<file path="src/design/counter_based_random_word_stream_unit_macros.svh">
// ----------------------------------------------------------------------------
// counter_based_random_word_stream_unit_macros
// assertion macros shared by the random word stream unit
// ----------------------------------------------------------------------------
`ifndef COUNTER_BASED_RANDOM_WORD_STREAM_UNIT_MACROS_SVH
`define COUNTER_BASED_RANDOM_WORD_STREAM_UNIT_MACROS_SVH

// clocked assertion, off during reset
`define CBR_ASSERT(lbl, prop, msg) \
  lbl: assert property (@(posedge clk) disable iff (!rst_n) prop) else $error(msg);

// clocked assertion, checked during reset too
`define CBR_ASSERT_ALWAYS(lbl, prop, msg) \
  lbl: assert property (@(posedge clk) prop) else $error(msg);

`endif

</file>
<file path="src/design/cbr_pkg.sv">
// ----------------------------------------------------------------------------
// cbr_pkg
// types, constants and round helpers of the random word stream unit
// ----------------------------------------------------------------------------
`default_nettype none
package cbr_pkg;

  localparam int ROUNDS = 20;
  localparam int RND_W  = 7;
  localparam logic [63:0] KS_PARITY = 64'h1BD1_1BDA_A9FC_1A22;

  localparam logic [7:0] REG_SEED       = 8'd0;
  localparam logic [7:0] REG_STREAM_KEY = 8'd1;

  typedef struct packed {
    logic [3:0][63:0] x;
    logic [4:0][63:0] ks;
    logic [1:0]       idx;
  } lane_t;

  function automatic logic [5:0] rot_amt(input logic [RND_W-1:0] rnd, input logic sel);
    logic [5:0] a;
    begin
      case (rnd[2:0])
        3'd0: a = sel ? 6'd16 : 6'd14;
        3'd1: a = sel ? 6'd57 : 6'd52;
        3'd2: a = sel ? 6'd40 : 6'd23;
        3'd3: a = sel ? 6'd37 : 6'd5;
        3'd4: a = sel ? 6'd33 : 6'd25;
        3'd5: a = sel ? 6'd12 : 6'd46;
        3'd6: a = sel ? 6'd22 : 6'd58;
        default: a = 6'd32;
      endcase
      return a;
    end
  endfunction

  function automatic logic [63:0] rotl(input logic [63:0] v, input logic [5:0] n);
    logic [6:0] m;
    begin
      m = 7'd64 - {1'b0, n};
      return (v << n) | (v >> m);
    end
  endfunction

endpackage
`default_nettype wire

</file>
<file path="src/design/cbr_front.sv">
// ----------------------------------------------------------------------------
// cbr_front
// stream state, key registers and key whitening ahead of the round chain
// ----------------------------------------------------------------------------
`default_nettype none
`include "counter_based_random_word_stream_unit_macros.svh"
module cbr_front (
  input  wire logic        clk,
  input  wire logic        rst_n,
  input  wire logic        en,
  input  wire logic        take,
  input  wire logic        mode,
  input  wire logic [63:0] subkey,
  input  wire logic        cfg_we,
  input  wire logic [7:0]  cfg_index,
  input  wire logic [63:0] cfg_data,
  output logic             valid_r,
  output cbr_pkg::lane_t   lane_r
);
  import cbr_pkg::*;

  logic [63:0]  seed_r, stream_key_r, subkey_r, subkey_nxt;
  logic [63:0]  blk_seed_r, blk_seed_nxt, blk_skey_r, blk_skey_nxt;
  logic [255:0] ctr_r, ctr_nxt, ctr_base;
  logic [2:0]   wl_r, wl_nxt, wl_base;
  logic [63:0]  k4;
  lane_t        lane_nxt;

  always_comb begin
    subkey_nxt   = mode ? subkey : subkey_r;
    ctr_base     = mode ? 256'd0 : ctr_r;
    wl_base      = mode ? 3'd0 : wl_r;
    ctr_nxt      = ctr_base;
    wl_nxt       = wl_base;
    blk_seed_nxt = blk_seed_r;
    blk_skey_nxt = blk_skey_r;
    // key is taken from the registers only when a new block starts
    if (wl_base == 3'd0) begin
      ctr_nxt      = ctr_base + 256'd1;
      wl_nxt       = 3'd4;
      blk_seed_nxt = seed_r;
      blk_skey_nxt = stream_key_r;
    end
    wl_nxt = wl_nxt - 3'd1;
    k4     = KS_PARITY ^ blk_skey_nxt ^ subkey_nxt;
    lane_nxt.x[0] = ctr_nxt[63:0]    + blk_seed_nxt;
    lane_nxt.x[1] = ctr_nxt[127:64]  + blk_seed_nxt;
    lane_nxt.x[2] = ctr_nxt[191:128] + blk_skey_nxt;
    lane_nxt.x[3] = ctr_nxt[255:192] + subkey_nxt;
    // schedule held one step ahead: first injection uses ks[1..4]
    lane_nxt.ks   = {blk_seed_nxt, k4, subkey_nxt, blk_skey_nxt, blk_seed_nxt};
    lane_nxt.idx  = wl_nxt[1:0];
  end

  always_ff @(posedge clk) begin
    if (!rst_n) begin
      seed_r       <= 64'd0;
      stream_key_r <= 64'd0;
      subkey_r     <= 64'd0;
      blk_seed_r   <= 64'd0;
      blk_skey_r   <= 64'd0;
      ctr_r        <= 256'd0;
      wl_r         <= 3'd0;
      valid_r      <= 1'b0;
    end else begin
      if (cfg_we && cfg_index == REG_SEED) begin
        seed_r <= cfg_data;
      end
      if (cfg_we && cfg_index == REG_STREAM_KEY) begin
        stream_key_r <= cfg_data;
      end
      if (take) begin
        subkey_r   <= subkey_nxt;
        blk_seed_r <= blk_seed_nxt;
        blk_skey_r <= blk_skey_nxt;
        ctr_r      <= ctr_nxt;
        wl_r       <= wl_nxt;
      end
      if (en) begin
        valid_r <= take;
      end
    end
  end

  always_ff @(posedge clk) begin
    if (en) begin
      lane_r <= lane_nxt;
    end
  end

  `CBR_ASSERT(a_wl_range, (wl_r <= 3'd3), "words left out of range")
  `CBR_ASSERT(a_restart_fresh, (take && mode |=> wl_r == 3'd3 && ctr_r == 256'd1), "restart did not start a fresh block")
  `CBR_ASSERT(a_draw_dec, (take && !mode && wl_r != 3'd0 |=> wl_r == $past(wl_r) - 3'd1), "draw did not consume a word")
  `CBR_ASSERT_ALWAYS(a_rst_clear, (!rst_n |=> !valid_r), "front stage valid after reset")

endmodule
`default_nettype wire
</file>
<file path="config.mk">
export PLATFORM = sky130hd
export DESIGN_NAME = cbr_front
export DESIGN_NICKNAME = d
export VERILOG_FILES = /design/src/design/cbr_pkg.sv /design/src/design/cbr_front.sv
export VERILOG_INCLUDE_DIRS = /design/src /design/src/design
export SDC_FILE = /design/constraint.sdc
export NUM_CORES = 2
export LEC_CHECK = 0
export BUFFER_PORTS_ARGS = -buffer_cell sky130_fd_sc_hd__buf_2
export CAP_MARGIN = 20
export CORE_MARGIN = 2
export CORE_UTILIZATION = 45
export DETAILED_ROUTE_END_ITERATION = 6
export SETUP_SLACK_MARGIN = 0.15
export SLEW_MARGIN = 20
export SYNTH_ARGS = -nofsm -noshare
export SYNTH_HDL_FRONTEND = slang
export SYNTH_SLANG_ARGS = --single-unit
</file>
<file path="constraint.sdc">
create_clock -name clk -period 16.7 [get_ports clk]
set_input_delay 3.34 -clock clk [delete_from_list [all_inputs] [get_ports clk]]
set_output_delay 3.34 -clock clk [all_outputs]
set_load 0.05 [all_outputs]
</file>
## After elaboration in Yosys (flattened, before gate mapping)

Index checks and enable logic that the tools add are counted.

| storage, ports and cells | value |
|---|---|
| bits in registers | 1094 |
| input bits | 142 |
| output and inout port bits | 579 |
| logic and storage cells | 37 |

| operators by class | value |
|---|---|
| $add $sub $neg | 6 |
| eq/ne operators | 1 |
| multiplexer cells | 7 |
| bitwise gates (word level) | 2 |
| reduce and logical (&&, ||, !) cells | 4 |

Operator list:

| cell | count |
|---|---|
| $mux 256 | 2 |
| $add 256x1->256 const B | 1 |
| $add 64x64->64 | 4 |
| $mux 64 | 3 |
| $xor 64x64->64 | 1 |
| $not 32->32 | 1 |
| $eq 8x1->1 const B | 1 |
| $logic_not 8->1 | 1 |
| $mux 3 | 2 |
| $logic_not 3->1 | 1 |
| $sub 3x1->3 const B | 1 |
| $logic_and 1x1->1 | 2 |

## Logic depth before layout (Yosys ltp)

| depth | value |
|---|---|
| depth in word-level cells | 5 |
| depth in mapped cells | 34 |
| mapped depth without buffers | 21 |

## Least setup slack after synthesis

No wires, ideal clock.

| path | value |
|---|---|
| path kind | input to register |
| start | input port mode |
| end | register lane_r[576] (netlist name) (data pin) |
| library setup time | 265 ps |
| arrival | 10349 ps |
| path slack | 6086 ps |
| cell stages on the path | 31 |
| path buffers | 10 |
| cell sequence | buf_6 > buf_6 > buf_6 > buf_6 > buf_2 > buf_2 > clkbuf_1 > clkbuf_1 > clkbuf_1 > clkbuf_1 > nor2b_1 > ha_1 > o2111ai_1 > nor4_4 > nand4_1 > nor3_2 > and2_1 > nand2_1 > or2_2 > xnor2_1 > ha_1 > a211oi_1 > o21ai_0 > a211oi_1 > o31ai_1 > a311oi_1 > o22ai_1 > o31a_1 > a311oi_1 > o21ai_0 > xor2_1 |

RTL lines:

| what | RTL line | source |
|---|---|---|
| from (decl) | cbr_front.sv:12 | `input wire logic mode,` |
| to (signal assigned) | cbr_front.sv:87 | `lane_r <= lane_nxt;` |
| to (decl) | cbr_front.sv:18 | `output cbr_pkg::lane_t lane_r` |

==> results.tsv <==
stage	metric	value	unit
run_status	status	finished with violations	
run_status	failing checks	design-rule violations	
timing	Slew Limit Fails	0	
detailed_routing	DR iter-0 viols	5890	
worst_setup_path	reg-to-reg slack, setup	8.14	ns
layout	Final #Nets	8062	
timing	Worst Tran Pin Value	1.122	ns
global_route	initial antenna violation count	17	
power	Pwr Density	91.47	nW/µm²
timing	fin crit period	10.89	ns
synthesis	Synth Net Count	7576	
timing	fin crit share	0.6521	
placement	DP Cell Count	9425	
layout	non-filler instance count after layout	9662	
global_route	number of global-route vias before repair	52870	
timing	final setup fails	0	
floorplan	# IOs	721	
synthesis	Post-synth EDFFs	514	
detailed_routing	# DRC	2	
detailed_routing	Pre-antenna DRT Iters	7	
clock_network	H-tree depth	3	
timing	post-route setup TNS	0	ns
synthesis	Syn. warnings	0	
timing	Fin. Hold Viols	0	
flow_run	Max-cap violations	0	
floorplan	DIE AREA	146200	µm²
synthesis	Mapped Avg Cell Area	8.982	µm²
global_route	Congestion Overflow GR	0	
detailed_routing	drt via density	5.872	
floorplan	Die X	382.3	µm
worst_hold_path	WHS Endpoint	seed_r[26]	
synthesis	Synth top area share	0.2396	
detailed_routing	post-route ant nets	0	
layout	ratio of cells with drive above 1 in the final layout	0.1459	
detailed_routing	final wirelength	240100	µm
worst_setup_path	Worst setup SP type	primary input	
layout	area growth from synthesis to layout	13.86	%
clock_network	Reg clk slew, reported paths	0.06	ns
clock_network	TritonCTS buffer count	120	
placement	Final GP Congestion	1.017	
worst_setup_path	CP Capture Type	flop	
layout	Post-Layout Inst Area	73340	µm²
global_route	first-pass GRT wire length	349600	µm
clock_network	clock buffer depth	3	
clock_network	CTS root buf	clkbuf_16	
power	worst vdd ir	0.08693	mV
synthesis	Seq cells post-synth	1094	
synthesis	fraction of registers with async set/reset	0	
worst_setup_path	WS Path Type	primary input to flop	
timing	RSZ-0062 raised after global routing	no	
synthesis	Post-synth top flop	dfxtp_1	
clock_network	hold_buf cts	0	
floorplan	core area	141800	µm²
worst_setup_path	CP arrival	11.37	ns
global_route	largest net degree at the start of global routing	181	
clock_network	postcts setup bufs	0	
floorplan	Initial Utilization	0.4544	
detailed_routing	via count	56730	
detailed_routing	routed length per instance	24.85	µm
power	Pleak	32.34	nW
worst_hold_path	Hold Crit Start	seed_r[26]	
power	Final Power	6.708	mW
clock_network	worst-skew pair later-pin latency	0.76	ns
worst_hold_path	hold path depth	2	
worst_setup_path	FF-to-FF path depth	21	
timing	top achievable clock speed	0.09182	GHz
layout	Layout Utilization	0.5173	
synthesis	Post-Syn Area	64410	µm²
placement	Area after DPL	69210	µm²
timing	skew final	0.03912	ns
clock_network	PostCTS Resize Cnt	0	
global_route	Total GRT Usage	0.3158	
synthesis	cells after synthesis	7171	
synthesis	Seq/Total Area, Yosys	0.4199	
worst_setup_path	Worst EP required	17.18	ns
clock_network	Sink Count	1094	
worst_hold_path	hold crit path type	flop to flop	
synthesis	ranking of synthesized cells by area	edfxtp_1 24%, dfxtp_1 18%, nand2_1 6.7%	
synthesis	area leader, netlist	edfxtp_1	
placement	post-DP HPWL	184400	µm
worst_setup_path	CP Max Fanout	63	
worst_setup_path	R2R Path Start	ctr_r[19]	
worst_setup_path	Worst R2R End	lane_r[576]	
floorplan	Die Y	382.3	µm
clock_network	TritonCTS clock tree	yes	
synthesis	post-synth cell types	88	
placement	# port buffers	720	
timing	Slew HR	0.2427	
floorplan	FP Rows	138	
## per-stage QoR
| stage | hold slack [ns] | setup WS (ns) |
|---|---|---|
| CTS | 0.4679 | 6.012 |
| finish | 0.4649 | 5.810 |
| detailed placement | 0.4587 | 5.224 |
| global placement | 0.4547 | 5.314 |
| floorplan | 0.4431 | 6.086 |
| global route | 0.4886 | 5.291 |
## Yosys cell counts (9+ instances only)
master     number
a2111oi_0       9
a211oi_1       24
a21boi_0      185
a21o_1        156
a21oi_1       321
a221oi_1       11
a22oi_1        26
a31oi_1        43
a32oi_1        29
and2_1         46
and3_1         91
and4_1         39
and4b_1        11
buf_1          38
buf_4          64
clkbuf_1      321
dfxtp_1       580
edfxtp_1      514
ha_1          259
inv_1         236
mux2i_1       158
nand2_1      1144
nand2b_1       42
nand3_1       215
nand3b_1       12
nand4_1       152
nor2_1        479
nor2b_1       203
nor3_1        131
nor3b_1        55
nor4_1         82
o211a_1       207
o211ai_1       27
o21a_1         44
o21ai_0       272
o21bai_1       52
o31a_1         13
o31ai_1        17
or2_2          93
or3_1          44
or4_1          25
xnor2_1       411
xor2_1        145
## registers in the layout, indices dropped and copies added, names as in the netlist
register	count
seed_r	64
subkey_r	64
lane_r	514
blk_skey_r	64
wl_r	3
ctr_r	256
valid_r	1
blk_seed_r	64
stream_key_r	64
## placed cells by master, fill, tap and decap left out, types with 145 or more instances in the layout
cell      count
a21boi_0    185
a21o_1      156
a21oi_1     321
buf_2       716
dfxtp_1     580
edfxtp_1    514
ha_1        259
inv_1       234
mux2i_1     158
nand2_1    1144
nand3_1     214
nand4_1     152
nor2_1      477
nor2b_1     203
o211a_1     207
o21ai_0     272
xnor2_1     411
xor2_1      145
## worst max-delay path, stage by stage
cell and delay, ns:
buf_8 0.21, buf_4 0.38, nand4b_1 0.27, or4_1 0.44, nor4_1 0.77, and4_1 0.61
nand2_1 0.24, or3_1 0.55, nor4_1 0.51, xnor2_1 0.22, nor2_1 0.08, ha_1 0.37
a21o_1 0.20, a221o_1 0.31, a211oi_1 0.37, o31ai_1 0.20, buf_4 0.21, a311oi_1 0.77
o22ai_1 0.19, o31a_1 0.35, a311oi_1 0.41, o21ai_0 0.16, xor2_1 0.16
## final cells by class
| cell class | count | area, µm² |
|---|---|---|
| flip-flops and latches | 1094 | 27050 |
| well taps | 1890 | 2365 |
| fillers | 13340 | 68420 |
| multi-input cells | 5410 | 34640 |
| inverters | 236 | 893.4 |
| clock inverters | 70 | 733.2 |
| clock buffers | 159 | 3366 |
| repair buffers | 795 | 4269 |
| diodes | 8 | 20.02 |
## report_power, final
group | total, mW | switching, mW | internal (mW) | leakage, nW
combinational | 0.937 | 0.708 | 0.229 | 20.4
sequential | 3.00 | 0.0583 | 2.94 | 9.94
clock | 2.77 | 1.18 | 1.59 | 2.00
## cell families (layout without fill, tap and decap cells)
logic type / count (synthesis) / in the layout / synth area share
AOI/OAI and AO/OA: 1516 / 1516 / 0.1638
and+or+nand+nor: 2917 / 2917 / 0.2215
adders and majority gates: 263 / 263 / 0.05156
muxes: 158 / 158 / 0.02455
other: 0 / 8 / 0
xor gates and xnor gates: 556 / 556 / 0.07561
buffers and inverters: 667 / 1260 / 0.04314
DFF: 1094 / 1094 / 0.4199
## metal layers
metal	part of all wire	global-route usage	wire, µm
met1	0.45	0.4559	108700
met2	0.44	0.4897	106300
met3	0.081	0.05227	19370
met4	0.024	0.07962	5741
met5	0.00025	0	61
## how the worst max path moves through the flow
stage,from,end,slack [ns],cells past startpoint
4_1_cts,mode,lane_r[576],6.01,23
3_5_place_dp,mode,lane_r[576],5.22,23
5_1_grt,mode,lane_r[576],5.29,23
6_report,mode,lane_r[576],5.81,23
3_3_place_gp,mode,lane_r[576],5.31,23
2_1_floorplan,mode,lane_r[576],6.09,31
No activity file was read; power rests on OpenSTA's default activity.
